**src/scpr_pkg.sv**
```systemverilog
`timescale 1ns / 1ps
// ----------------------------------------------------------------------------
// scpr_pkg: shared definitions for the second-chance page replacement engine
// Default sizes, register layout, result field widths and sequencer states.
// ----------------------------------------------------------------------------
package scpr_pkg;

   localparam int FRAMES_DEFAULT    = 16;
   localparam int PAGE_BITS_DEFAULT = 16;

   // frames_in_use register
   localparam int              FIU_W     = 5;
   localparam logic [FIU_W-1:0] FIU_RESET = 5'd16;

   // result field widths
   localparam int FRAME_OUT_W = 4;
   localparam int FAULT_W     = 32;

   typedef enum logic [1:0] {
      ST_IDLE,    // waiting for a reference
      ST_SEARCH,  // one frame compared per cycle
      ST_SCAN,    // clock hand sweep, clearing reference bits
      ST_LOAD     // victim frame read back and replaced
   } state_type;

endpackage

```
**src/second_chance_page_replacement.sv**
```systemverilog
`timescale 1ns / 1ps
// ----------------------------------------------------------------------------
// second_chance_page_replacement: clock page replacement engine
// A page reference is taken with start while busy is low. A single comparator
// walks the frame table one entry a cycle (lowest frame wins a hit); on a
// miss the clock hand sweeps the frames in use, clearing reference bits, until
// it meets a clear bit, and the page is loaded there. The frame table has a
// registered read port and the clock hand advances one frame per cycle. Each
// result is shown for a single cycle with rsp_valid and cannot be held off by
// the receiver. csr_wdata is to be written only while the engine is idle; the
// block itself does not enforce this.
// ----------------------------------------------------------------------------
module second_chance_page_replacement #(
   parameter int FRAMES    = scpr_pkg::FRAMES_DEFAULT,
   parameter int PAGE_BITS = scpr_pkg::PAGE_BITS_DEFAULT
) (
   input  logic                             clock,
   input  logic                             reset,
   // configuration
   input  logic                             csr_we,
   input  logic [scpr_pkg::FIU_W-1:0]       csr_wdata,
   // reference input
   input  logic                             start,
   output logic                             busy,
   input  logic [PAGE_BITS-1:0]             req_page_number,
   input  logic                             req_last_ref,
   // result
   output logic                             rsp_valid,
   output logic                             rsp_was_hit,
   output logic [scpr_pkg::FRAME_OUT_W-1:0] rsp_frame_used,
   output logic                             rsp_evicted_valid,
   output logic [PAGE_BITS-1:0]             rsp_evicted_page,
   output logic [scpr_pkg::FAULT_W-1:0]     rsp_total_faults,
   output logic                             rsp_run_done
);

   localparam int IDX_W = (FRAMES > 1) ? $clog2(FRAMES) : 1;

   scpr_pkg::state_type state_ff, state_in;

   logic [scpr_pkg::FIU_W-1:0] frames_in_use_ff, frames_in_use_in;

   logic [PAGE_BITS-1:0] page_ff, page_in;
   logic                 last_ff, last_in;
   logic [IDX_W-1:0]     last_idx_ff, last_idx_in;
   logic [IDX_W-1:0]     scan_ff, scan_in;
   logic [IDX_W-1:0]     cmp_idx_ff, cmp_idx_in;
   logic                 cmp_vld_ff, cmp_vld_in;
   logic [IDX_W-1:0]     victim_ptr_ff, victim_ptr_in;
   logic [scpr_pkg::FAULT_W-1:0] fault_count_ff, fault_count_in;
   logic [FRAMES-1:0]    valid_ff, valid_in;
   logic [FRAMES-1:0]    ref_ff, ref_in;

   // frame table
   logic [PAGE_BITS-1:0] frame_page_mem [FRAMES];
   logic [PAGE_BITS-1:0] rd_data_ff;
   logic [IDX_W-1:0]     rd_addr;
   logic                 mem_we;

   logic                             rsp_valid_ff, rsp_valid_in;
   logic                             rsp_was_hit_ff, rsp_was_hit_in;
   logic [scpr_pkg::FRAME_OUT_W-1:0] rsp_frame_used_ff, rsp_frame_used_in;
   logic                             rsp_evicted_valid_ff, rsp_evicted_valid_in;
   logic [PAGE_BITS-1:0]             rsp_evicted_page_ff, rsp_evicted_page_in;
   logic [scpr_pkg::FAULT_W-1:0]     rsp_total_faults_ff, rsp_total_faults_in;
   logic                             rsp_run_done_ff, rsp_run_done_in;

   logic             accept;
   logic             hit_found;
   logic             miss_found;
   logic [IDX_W-1:0] lim_idx;
   logic [IDX_W-1:0] ptr_next;

   assign busy   = (state_ff != scpr_pkg::ST_IDLE);
   assign accept = start && !busy;

   // last frame index taking part, register clamped to 1..FRAMES
   always_comb begin
      int lim;
      if (frames_in_use_ff == '0) begin
         lim = 0;
      end else if (int'(frames_in_use_ff) > FRAMES) begin
         lim = FRAMES - 1;
      end else begin
         lim = int'(frames_in_use_ff) - 1;
      end
      lim_idx = IDX_W'(lim);
   end

   assign frames_in_use_in = csr_we ? csr_wdata : frames_in_use_ff;

   assign hit_found  = (state_ff == scpr_pkg::ST_SEARCH) && cmp_vld_ff &&
                       valid_ff[cmp_idx_ff] && (rd_data_ff == page_ff);
   assign miss_found = (state_ff == scpr_pkg::ST_SEARCH) && cmp_vld_ff &&
                       !hit_found && (cmp_idx_ff == last_idx_ff);

   assign ptr_next = (victim_ptr_ff == last_idx_ff) ? '0 : victim_ptr_ff + IDX_W'(1);
   assign rd_addr  = (state_ff == scpr_pkg::ST_SCAN) ? victim_ptr_ff : scan_ff;

   // next state
   always_comb begin
      state_in = state_ff;
      unique case (state_ff)
         scpr_pkg::ST_IDLE: begin
            if (start) state_in = scpr_pkg::ST_SEARCH;
         end
         scpr_pkg::ST_SEARCH: begin
            priority if (hit_found) state_in = scpr_pkg::ST_IDLE;
            else if (miss_found)    state_in = scpr_pkg::ST_SCAN;
            else                    state_in = scpr_pkg::ST_SEARCH;
         end
         scpr_pkg::ST_SCAN: begin
            if (!ref_ff[victim_ptr_ff]) state_in = scpr_pkg::ST_LOAD;
         end
         scpr_pkg::ST_LOAD: begin
            state_in = scpr_pkg::ST_IDLE;
         end
         default: state_in = scpr_pkg::ST_IDLE;
      endcase
   end

   // datapath and outputs
   always_comb begin
      page_in              = page_ff;
      last_in              = last_ff;
      last_idx_in          = last_idx_ff;
      scan_in              = scan_ff;
      cmp_idx_in           = cmp_idx_ff;
      cmp_vld_in           = cmp_vld_ff;
      victim_ptr_in        = victim_ptr_ff;
      fault_count_in       = fault_count_ff;
      valid_in             = valid_ff;
      ref_in               = ref_ff;
      mem_we               = 1'b0;
      rsp_valid_in         = 1'b0;
      rsp_was_hit_in       = rsp_was_hit_ff;
      rsp_frame_used_in    = rsp_frame_used_ff;
      rsp_evicted_valid_in = rsp_evicted_valid_ff;
      rsp_evicted_page_in  = rsp_evicted_page_ff;
      rsp_total_faults_in  = rsp_total_faults_ff;
      rsp_run_done_in      = rsp_run_done_ff;

      unique case (state_ff)
         scpr_pkg::ST_IDLE: begin
            if (accept) begin
               page_in     = req_page_number;
               last_in     = req_last_ref;
               last_idx_in = lim_idx;
               scan_in     = '0;
               cmp_vld_in  = 1'b0;
               // hand left beyond the frames in use by a register change
               if (victim_ptr_ff > lim_idx) victim_ptr_in = '0;
            end
         end
         scpr_pkg::ST_SEARCH: begin
            cmp_idx_in = scan_ff;
            cmp_vld_in = 1'b1;
            if (scan_ff != last_idx_ff) scan_in = scan_ff + IDX_W'(1);
            if (hit_found) begin
               ref_in[cmp_idx_ff]   = 1'b1;
               rsp_valid_in         = 1'b1;
               rsp_was_hit_in       = 1'b1;
               rsp_frame_used_in    = scpr_pkg::FRAME_OUT_W'(cmp_idx_ff);
               rsp_evicted_valid_in = 1'b0;
               rsp_evicted_page_in  = '0;
               rsp_total_faults_in  = fault_count_ff;
               rsp_run_done_in      = last_ff;
               if (last_ff) begin
                  valid_in       = '0;
                  ref_in         = '0;
                  victim_ptr_in  = '0;
                  fault_count_in = '0;
               end
            end else if (miss_found) begin
               if (fault_count_ff != '1) fault_count_in = fault_count_ff + 32'd1;
            end
         end
         scpr_pkg::ST_SCAN: begin
            if (ref_ff[victim_ptr_ff]) begin
               ref_in[victim_ptr_ff] = 1'b0;
               victim_ptr_in         = ptr_next;
            end
         end
         scpr_pkg::ST_LOAD: begin
            mem_we                = 1'b1;
            valid_in[victim_ptr_ff] = 1'b1;
            ref_in[victim_ptr_ff]   = 1'b1;
            victim_ptr_in         = ptr_next;
            rsp_valid_in          = 1'b1;
            rsp_was_hit_in        = 1'b0;
            rsp_frame_used_in     = scpr_pkg::FRAME_OUT_W'(victim_ptr_ff);
            rsp_evicted_valid_in  = valid_ff[victim_ptr_ff];
            rsp_evicted_page_in   = valid_ff[victim_ptr_ff] ? rd_data_ff : '0;
            rsp_total_faults_in   = fault_count_ff;
            rsp_run_done_in       = last_ff;
            if (last_ff) begin
               valid_in       = '0;
               ref_in         = '0;
               victim_ptr_in  = '0;
               fault_count_in = '0;
            end
         end
         default: begin
            rsp_valid_in = 1'b0;
         end
      endcase
   end

   // frame table, registered read
   always_ff @(posedge clock) begin
      if (mem_we) frame_page_mem[victim_ptr_ff] <= page_ff;
      rd_data_ff <= frame_page_mem[rd_addr];
   end

   always_ff @(posedge clock) begin
      if (reset) begin
         state_ff         <= scpr_pkg::ST_IDLE;
         frames_in_use_ff <= scpr_pkg::FIU_RESET;
         valid_ff         <= '0;
         ref_ff           <= '0;
         victim_ptr_ff    <= '0;
         fault_count_ff   <= '0;
         cmp_vld_ff       <= 1'b0;
         rsp_valid_ff     <= 1'b0;
      end else begin
         state_ff         <= state_in;
         frames_in_use_ff <= frames_in_use_in;
         valid_ff         <= valid_in;
         ref_ff           <= ref_in;
         victim_ptr_ff    <= victim_ptr_in;
         fault_count_ff   <= fault_count_in;
         cmp_vld_ff       <= cmp_vld_in;
         rsp_valid_ff     <= rsp_valid_in;
      end
   end

   always_ff @(posedge clock) begin
      page_ff              <= page_in;
      last_ff              <= last_in;
      last_idx_ff          <= last_idx_in;
      scan_ff              <= scan_in;
      cmp_idx_ff           <= cmp_idx_in;
      rsp_was_hit_ff       <= rsp_was_hit_in;
      rsp_frame_used_ff    <= rsp_frame_used_in;
      rsp_evicted_valid_ff <= rsp_evicted_valid_in;
      rsp_evicted_page_ff  <= rsp_evicted_page_in;
      rsp_total_faults_ff  <= rsp_total_faults_in;
      rsp_run_done_ff      <= rsp_run_done_in;
   end

   assign rsp_valid         = rsp_valid_ff;
   assign rsp_was_hit       = rsp_was_hit_ff;
   assign rsp_frame_used    = rsp_frame_used_ff;
   assign rsp_evicted_valid = rsp_evicted_valid_ff;
   assign rsp_evicted_page  = rsp_evicted_page_ff;
   assign rsp_total_faults  = rsp_total_faults_ff;
   assign rsp_run_done      = rsp_run_done_ff;

endmodule
```
**config.mk**
```make
export PLATFORM = sky130hd
export DESIGN_NAME = second_chance_page_replacement
export DESIGN_NICKNAME = d
export VERILOG_FILES = /design/src/scpr_pkg.sv /design/src/second_chance_page_replacement.sv
export SDC_FILE = /design/constraint.sdc
export NUM_CORES = 1
export LEC_CHECK = 0
export ABC_AREA = 1
export BUFFER_PORTS_ARGS = -buffer_cell sky130_fd_sc_hd__buf_4
export CAP_MARGIN = 20
export CORE_MARGIN = 8
export CORE_UTILIZATION = 45
export CTS_CLUSTER_DIAMETER = 200
export DETAILED_ROUTE_END_ITERATION = 12
export SETUP_SLACK_MARGIN = 0.5
export SLEW_MARGIN = 30
export SYNTH_ARGS = -nofsm -noshare
export SYNTH_HDL_FRONTEND = slang
export SYNTH_SLANG_ARGS = --single-unit
```
**constraint.sdc**
```tcl
create_clock -name clock -period 2.95 [get_ports clock]
set_input_delay 0.885 -clock clock [delete_from_list [all_inputs] [get_ports clock]]
set_output_delay 0.885 -clock clock [all_outputs]
set_load 0.03 [all_outputs]
```
-- Word-level counts from Yosys, hierarchy flattened
Memories as Yosys holds them, arrays and structs flattened. A register that Yosys moved wholly into a read port is not among the register bits.
Cells that the tools add are included.
- register bits: 161
- bits in latches: 0
- RAM bits: 256
- ROM bits: 0
- bits of input ports: 26
- memories: 1
- memories (name ; depth ; width ; rd ports ; clocked after Yosys merged registers in ; wr ports ; RTL line ; RTL):
    frame_page_mem ; 16 ; 16 ; 1 ; 1 ; 1 ; second_chance_page_replacement.sv:55 ; logic [PAGE_BITS-1:0] frame_page_mem [FRAMES];
- $add $sub $neg: 4
- multiply operators: 0
- divide/modulo/power cells: 0
- order comparisons: 6
- eq/ne operators: 18
- shifts and indexed selects: 0
- muxes and demuxes: 63
- bitwise operators: 5
- reduce and logical (&&, ||, !) cells: 25
- operators by type and width (kind ; number):
    $mux W32 ; 5
    $mux W16 ; 9
    $pmux W32 S2 ; 2
    $pmux W16 S2 ; 2
    $mux W4 ; 13
    $or A16 B16 Y16 ; 3
    $pmux W16 S3 ; 1
    $add A32 B1 Y32 const B ; 1
    $ne A32 B32 Y1 const B ; 1
    $and A16 B16 Y16 ; 1
    $eq A16 B16 Y1 ; 1
    $not A16 Y16 ; 1
    $pmux W4 S2 ; 2
    $pmux W4 S4 ; 1
    $mux W1 ; 13
    $bmux W1 S4 ; 3
    $ne A2 B2 Y1 const B ; 6
    $reduce_and A3 Y1 ; 4
    $lt A4 B5 Y1 const B ; 2
    $pmux W1 S2 ; 5
    $add A4 B1 Y4 const B ; 2
    $demux W1 S4 ; 2
    $eq A4 B4 Y1 ; 2
    $ge A4 B1 Y1 const B ; 2
    19 further kinds ; 37

-- Longest topological paths before layout
Gate-level depths: netlist of the first run.
- word-level depth: 10
- depth in mapped cells: 17
- gate-level depth less buffers: 15

-- Worst setup path before layout of the first run
Ideal clock, no wire load.
- path type: register to register
- start point: register state_ff[0]
- end point: memory frame_page_mem[12][0] in the netlist's numbering, enable pin
- data arrival time: 2.309 ns
- data required time: 2.541 ns
- setup slack: 0.232 ns
- cell stages (with the launch flop): 6
- buffers on the path: 3
- period minus slack after synthesis: 2.718 ns
- path through: dfxtp_1 buf_4 nand2_1 clkbuf_1 clkbuf_1 nor3_1
- word-level cells in the longest chain between the ends: 4
- RTL lines (item ; RTL line ; RTL):
    start, declared ; second_chance_page_replacement.sv:39 ; scpr_pkg::state_type state_ff, state_in;
    start signal, assigned ; second_chance_page_replacement.sv:217 ; state_ff <= scpr_pkg::ST_IDLE;
    start signal, assigned ; second_chance_page_replacement.sv:226 ; state_ff <= state_in;
    $eq A2 B2 Y1 ; second_chance_page_replacement.sv:143 ; unique case (state_ff)
    $mux W1 ; second_chance_page_replacement.sv:143 ;
    $mux W1 ; second_chance_page_replacement.sv:211 ; if (mem_we) frame_page_mem[victim_ptr_ff] <= page_ff;
    $mux W1 (implied by the code) ; second_chance_page_replacement.sv:211 ;
    end, declared ; second_chance_page_replacement.sv:55 ;
No other way between the ends.

-- Final worst setup path of the first run
- start point: register state_ff[0]
- end point: output busy
- word-level cells in the longest chain between the ends: 1
- RTL lines (item ; RTL line ; RTL):
    $reduce_bool A2 Y1 ; second_chance_page_replacement.sv:74 ; assign busy = (state_ff != scpr_pkg::ST_IDLE);
    end, declared ; second_chance_page_replacement.sv:24 ; output logic busy,
No other way between the ends.

==> flow_summary_export.csv, run 1 <==
group,metric,value,unit
floorplanning,fp.dieH,222.6,um
yosys,synth_top_cell_by_area,"edfxtp_1",
critical_path,crit_arrival,1510,ps
power_and_ir_drop,p_leak,8.295,nW
place,dp_slack,508.2,ps
yosys,synthArstFlopShare,0,
power_and_ir_drop,p_sw,3.468,mW
floorplanning,initial_utilization,0.4569,
detailed_routing,drt_iter0_drc,1294,
final_layout,final_nets,2083,
clock_tree,holdBufCountCts,0,
power_and_ir_drop,p_sw_frac,0.2524,
timing,min_period,2393,ps
clock_tree,root_buffer,"clkbuf_16",
yosys,yosysMostFrequentCell,"edfxtp_1",
clock_tree,htree_num_levels,2,
power_and_ir_drop,clkPwrFrac,0.393,
yosys,synth_edf_count,340,
critical_path,crit_type,"flip-flop to output pin",
global_routing,first_global_vias,13989,
global_routing,grt_start_max_net_pins,129,
final_layout,drive_gt1_frac,0.1425,
min_path,whs_path_depth,2,
timing,worst-slew-pin-transition,937.3,ps
critical_path,crit_required,2070,ps
yosys,syn_area,19210,sq um
floorplanning,pin_count,83,
power_and_ir_drop,peakVddDrop,0.5191,mV
floorplanning,die_w,222.6,um
critical_path,cp_max_fo,17,
critical_path,critPathCaptureType,"output pin",
power_and_ir_drop,p_int,10.27,mW
timing,relSlewSlack,0.3745,
clock_tree,clk_path_buf_depth,3,
floorplanning,core,42040,sq um
clock_tree,clk_latency,580,ps
floorplanning,rows,75,
detailed_routing,drt_first_pass_iters,5,
place,hpwl,31.71,mm
power_and_ir_drop,powerDensity,614.0,nW/um^2
detailed_routing,wirelength,53.54,mm
yosys,synthDistinctLibCells,41,
clock_tree,clk_pin_slew,70,ps
critical_path,start_kind,"flip-flop",
floorplanning,dieArea,49550,sq um
detailed_routing,vias,14509,
detailed_routing,wl_per_cell,20.47,um
yosys,syn_inst,1924,
timing,maxSlewViolCount,0,
power_and_ir_drop,pwr-share-comb,0.110,
place,gp_congestion,0.9058,
timing,setup_viol,0,
yosys,yosys_warnings,0,
job,max_cap_viol_count,0,
final_layout,area_delta_synth_final,16.47,%
yosys,synthFlopType,"edfxtp_1",
min_path,hold_class,"flip-flop to flip-flop",
critical_path,r2r_cells,13,
global_routing,grt_first_pass_wirelength,81.70,mm
timing,rsz0062_at_grt,"true",
clock_tree,cts_buffers,45,
timing,skew,18.38,ps
timing,min_period_over_period,0.8111,
yosys,syn_avg_cell_area,9.984,sq um
global_routing,grtUsageTotal,0.2096,
final_layout,antenna_cells,0,
final_layout,fin_util,0.5322,
place,place.port_buffers,82,
yosys,syn_nets,1961,
timing,fin_ws,557.4,ps
yosys,synth_commonest_cells,"edfxtp_1 (340), nand2_1 (339), nor2_1 (300)",
detailed_routing,drtAntennaViolNets,0,
timing,max_freq,0.4180,GHz
detailed_routing,post-route-drc-count,0,
detailed_routing,vias_per_cell,5.546,
yosys,synth_top_area_frac,0.5315,
yosys,ys_ff_latch,433,
yosys,synth_seq_area_share,0.6285,
outcome,status,"finished, final reports clean",
global_routing,grt.overflow.total,0,
clock_tree,cts_tree,"yes",
timing,finalSetupTns,0,ps
power_and_ir_drop,seqPwrFrac,0.497,
timing,hold_violations,0,
yosys,synth.area.top_cells,"edfxtp_1 (53%), dfxtp_1 (9.7%), nand2_1 (6.6%)",
clock_tree,cts_sinks,433,
global_routing,antenna_found_initial,0,
==> state kept, by name, summed over array words and instances, names as in the netlist, 4 cells and up, named ones only <==
signal,flops
frames_in_use_ff,5
rsp_frame_used,4
page_ff,16
scan_ff,4
valid_ff,16
cmp_idx_ff,4
victim_ptr_ff,4
fault_count_ff,32
rd_data_ff,16
rsp_total_faults,32
rsp_evicted_page,16
last_idx_ff,4
frame_page_mem,256
ref_ff,16
==> cells in the final DEF, fill, tap and decap left out, drive strengths merged <==
master / count
nor2: 307
nand4: 6
o41ai: 1
o21ai: 201
o22ai: 23
clkinvlp: 2
bufinv: 1
nand3b: 1
a31oi: 1
a21oi: 92
o221ai: 48
and3: 1
inv: 156
nand3: 99
edfxtp: 340
nand2: 348
o211ai: 18
nor3: 30
ha: 11
dfxtp: 93
clkbuf: 64
buf: 165
nor2b: 1
o32a: 1
nor4: 3
xnor2: 8
xor2: 34
or2: 2
clkinv: 20
==> per-layer routing <==
layer,up-vias,GRT usage,routed length (um),part of all wire
met5,-,0,0,0
met1,7015,0.2869,23350,0.44
li1,6871,-,-,-
met4,0,0.06946,1511,0.028
met2,518,0.3401,25220,0.47
met3,105,0.02977,3454,0.065
==> per-stage QoR <==
step / hold WS (ps) / power (mW) / cells / area [sq um]
after floorplan: 424.4 / 7.879 / 1924 / 19210
after global placement: 450.7 / 8.376 / 2511 / 20640
after detailed placement: 453.7 / 8.392 / 2511 / 20640
after CTS: 452.1 / 13.79 / 2590 / 22040
after global routing: 467.3 / 14.22 / 2616 / 22370
final: 460.2 / 13.74 / 2616 / 22370
==> kinds of logic (layout without fill, tap and decap cells) <==
family                   count (synthesis)  in the layout  synth area share
XOR/XNOR                                42             42           0.01915
adder cells (fa/ha/maj)                 11             11          0.007165
AND/OR/NAND/NOR                        797            798            0.1724
buffers and inverters                  256            408           0.05758
flip-flops                             433            433            0.6285
AO/OA/AOI/OAI                          385            385            0.1152
==> final cells by class <==
cell class / count / area, sq um
clock buffers: 63 / 1276
clock inverters: 15 / 105.1
fillers: 3732 / 19670
well taps: 539 / 674.4
inverters: 164 / 626.9
multi-input cells: 1236 / 6198
flip-flops and latches: 433 / 12080
repair buffers: 166 / 1416
==> critical path: stages, from the launching register on <==
cell and delay (ps):
dfxtp_4 370, buf_8 160, nor2_4 150, inv_2 70, buf_4 170
==> path summary, 6_finish.rpt <==
path	startpoint	endpoint	slack, ps
setup / recovery	state_ff[0]	busy	560
hold / removal	cmp_vld_ff	cmp_vld_ff	460
hold reg to reg	cmp_vld_ff	cmp_vld_ff	460
setup reg to reg	fault_count_ff[0]	fault_count_ff[4]	650
==> power by group through the flow <==
| stage | sequential [mW] | combinational [mW] | clock [mW] |
|---|---|---|---|
| after floorplan | 6.92 | 0.959 | 0 |
| after global placement | 6.97 | 1.41 | 0 |
| after detailed placement | 6.96 | 1.43 | 0 |
| after CTS | 6.84 | 1.44 | 5.51 |
| after global routing | 6.83 | 1.68 | 5.71 |
| final | 6.82 | 1.52 | 5.40 |
==> repair_timing <==
| action | in CTS | in global routing |
|---|---|---|
| pin swaps | 0 | 8 |
| cloned | 0 | 2 |
| setup endpoints to repair | 6 | 136 |
| buffers inserted | 1 | 24 |
| gates resized for setup | 4 | 21 |
Note: power is estimated with default switching activity, not from simulation.
==> run 2, diff against run 1 <==
clock period = 1.98 ns   (was 2.95 ns; I/O delays follow)
==> run 2 against run 1 <==
The run now ends with negative setup slack left. Sequential power rose by 50%. Critical endpoint is now victim_ptr_ff[2]. Clock-buffer cell count fell by 3. Total power rose by 60%.
==> flow_summary_export.csv, run 2 (synthesis results as in run 1) <==
group,metric,value,unit
floorplanning,die_w,222.6,um
min_path,whs_path_depth,1,
final_layout,final_common_cell,"edfxtp_1",
floorplanning,initial_utilization,0.4569,
detailed_routing,post-route-drc-count,0,
timing,fin_ws,-186.1,ps
critical_path,crit_type,"flip-flop to flip-flop",
power_and_ir_drop,power,21.96,mW
place,gp_congestion,0.8987,
global_routing,antenna_found_initial,0,
min_path,hold_start,"req_page_number[2]",
clock_tree,cts_tree,"yes",
detailed_routing,wl_met1,24.42,mm
timing,hold_violations,0,
job,max_cap_viol_count,0,
floorplanning,rows,75,
critical_path,cpPeakStageDelay,500,ps
power_and_ir_drop,p_leak,9.531,nW
critical_path,cp_max_fo,8,
timing,max_freq,0.4617,GHz
detailed_routing,drt_iter0_drc,1397,
timing,min_period_over_period,1.094,
global_routing,grt_start_max_net_pins,51,
global_routing,grt.overflow.total,0,
global_routing,grtUsageTotal,0.2208,
clock_tree,cts_buffers,45,
place,dp_slack,-464.8,ps
clock_tree,htree_num_levels,2,
critical_path,crit_start,"cmp_idx_ff[0]",
timing,skew,24.77,ps
clock_tree,clk_latency,610,ps
clock_tree,clk_path_buf_depth,3,
detailed_routing,drt_first_pass_iters,5,
final_layout,regMostFlops,"frame_page_mem",
timing,finalSetupTns,-12640,ps
power_and_ir_drop,peakVddDrop,0.5688,mV
floorplanning,core,42040,sq um
outcome,violations,"negative setup slack",
final_layout,postLayoutCellArea,25260,sq um
detailed_routing,wirelength,58.55,mm
final_layout,area_delta_synth_final,31.48,%
timing,relSlewSlack,0.6061,
floorplanning,fp.dieH,222.6,um
timing,worst-slew-pin-transition,584.7,ps
power_and_ir_drop,powerDensity,869.7,nW/um^2
critical_path,crit_chain,"buf_6 -> o21ai_1 -> nand2_1 -> nand2_1 -> nand2_2 -> nand2_4 -> inv_2 -> nand2_4 -> nand2_8 -> buf_6 -> nand2_8 -> buf_4 -> nand3_4 -> nor2_1 -> nor2_1",
global_routing,grt_first_pass_wirelength,85.71,mm
floorplanning,dieArea,49550,sq um
detailed_routing,vias,15423,
critical_path,cp_slowest_cell,"edfxtp_1",
min_path,hold_class,"input pin to flip-flop",
place,placedInstanceArea,22050,sq um
global_routing,first_global_vias,14640,
final_layout,final_cells,2774,
critical_path,crit_required,2480,ps
final_layout,antenna_cells,0,
timing,setup_viol,120,
place,hpwl,33.95,mm
detailed_routing,top_layer_used,"met4",
timing,maxSlewViolCount,0,
critical_path,rr_endpoint,"victim_ptr_ff[2]",
min_path,hold_path_end,"page_ff[2]",
clock_tree,cts_sinks,433,
clock_tree,clk_pin_slew,60,ps
critical_path,reg2reg_from,"cmp_idx_ff[0]",
detailed_routing,dr_wl_met2,28.20,mm
final_layout,final_nets,2235,
final_layout,nFillCells,3465,
outcome,status,"complete, but fails checks",
place,place.port_buffers,82,
final_layout,final_cell_mix,"edfxtp_1 (340), nand2_1 (305), nor2_1 (281)",
detailed_routing,wl_met3,4.406,mm
place,dp.cells,2625,
detailed_routing,vias_per_cell,5.560,
critical_path,r2r_cells,15,
timing,hold_slack,158.9,ps
timing,min_period,2166,ps
critical_path,start_kind,"flip-flop",
critical_path,reg2reg_slack,-190,ps
detailed_routing,drtAntennaViolNets,0,
critical_path,crit_arrival,2670,ps
floorplanning,pin_count,83,
critical_path,critPathCaptureType,"flip-flop",
final_layout,fin_util,0.6007,
final_layout,drive_gt1_frac,0.2595,
final_layout,largest_reg_flops,256,
clock_tree,root_buffer,"clkbuf_16",
timing,rsz0062_at_grt,"true",
detailed_routing,wl_per_cell,21.11,um
==> run 2: cell count changes in the layout (fill, tap and decap cells not counted), sizes merged <==
cell,previous run,this run
bufinv,1,4
nand2,348,349
clkbuf,64,73
inv,156,161
buf,165,304
clkinv,20,23
clkinvlp,2,0
==> run 2: layout make-up <==
| type | instances | area (sq um) | share of cell area |
|---|---|---|---|
| Inverter | 164 | 660.6 | 0.02616 |
| Multi-Input combinational cell | 1237 | 6902 | 0.2733 |
| Sequential cell | 433 | 12080 | 0.4784 |
| Clock inverter | 24 | 252.7 | 0.01001 |
| Tap cell | 539 | 674.4 | 0.02670 |
| Clock buffer | 60 | 1242 | 0.04919 |
| Timing Repair Buffer | 317 | 3442 | 0.1363 |
==> run 2: critical path: cells and delay by family, from the launching register on <==
kind / cells / cell delay, ps
AO/OA/AOI/OAI: 1 / 130
buffers and inverters: 4 / 510
flip-flops: 1 / 500
AND/OR/NAND/NOR: 10 / 920
==> run 2: routing by layer <==
metal | up-vias | global-route usage
met5 | - | 0
met4 | 0 | 0.07413
met3 | 116 | 0.03214
met2 | 631 | 0.3630
met1 | 7475 | 0.2975
li1 | 7201 | -
==> run 2: how the worst max path moves through the flow <==
stage,slack (ps),cells past startpoint,to
2_1_floorplan,70,15,victim_ptr_ff[0]
3_3_place_gp,-410,14,fault_count_ff[15]
3_5_place_dp,-460,14,fault_count_ff[0]
4_1_cts,-100,14,victim_ptr_ff[2]
5_1_grt,-300,15,victim_ptr_ff[2]
6_report,-190,15,victim_ptr_ff[2]
==> run 2: power breakdown <==
part	switching, mW	leakage (nW)	total, mW	internal (mW)
clock network	3.67	0.737	8.64	4.97
logic	1.88	5.04	3.16	1.28
registers	0.183	3.76	10.2	9.97
total	5.73	9.53	22.0	16.2
==> run 2: repair_timing <==
item	4_1_cts	5_1_grt
buffers inserted	16	23
endpoints found under the setup margin	501	491
hold endpoints to repair	0	0
hold buffers	0	0
resized for setup	64	164
cloned	8	18
pin swaps	26	75
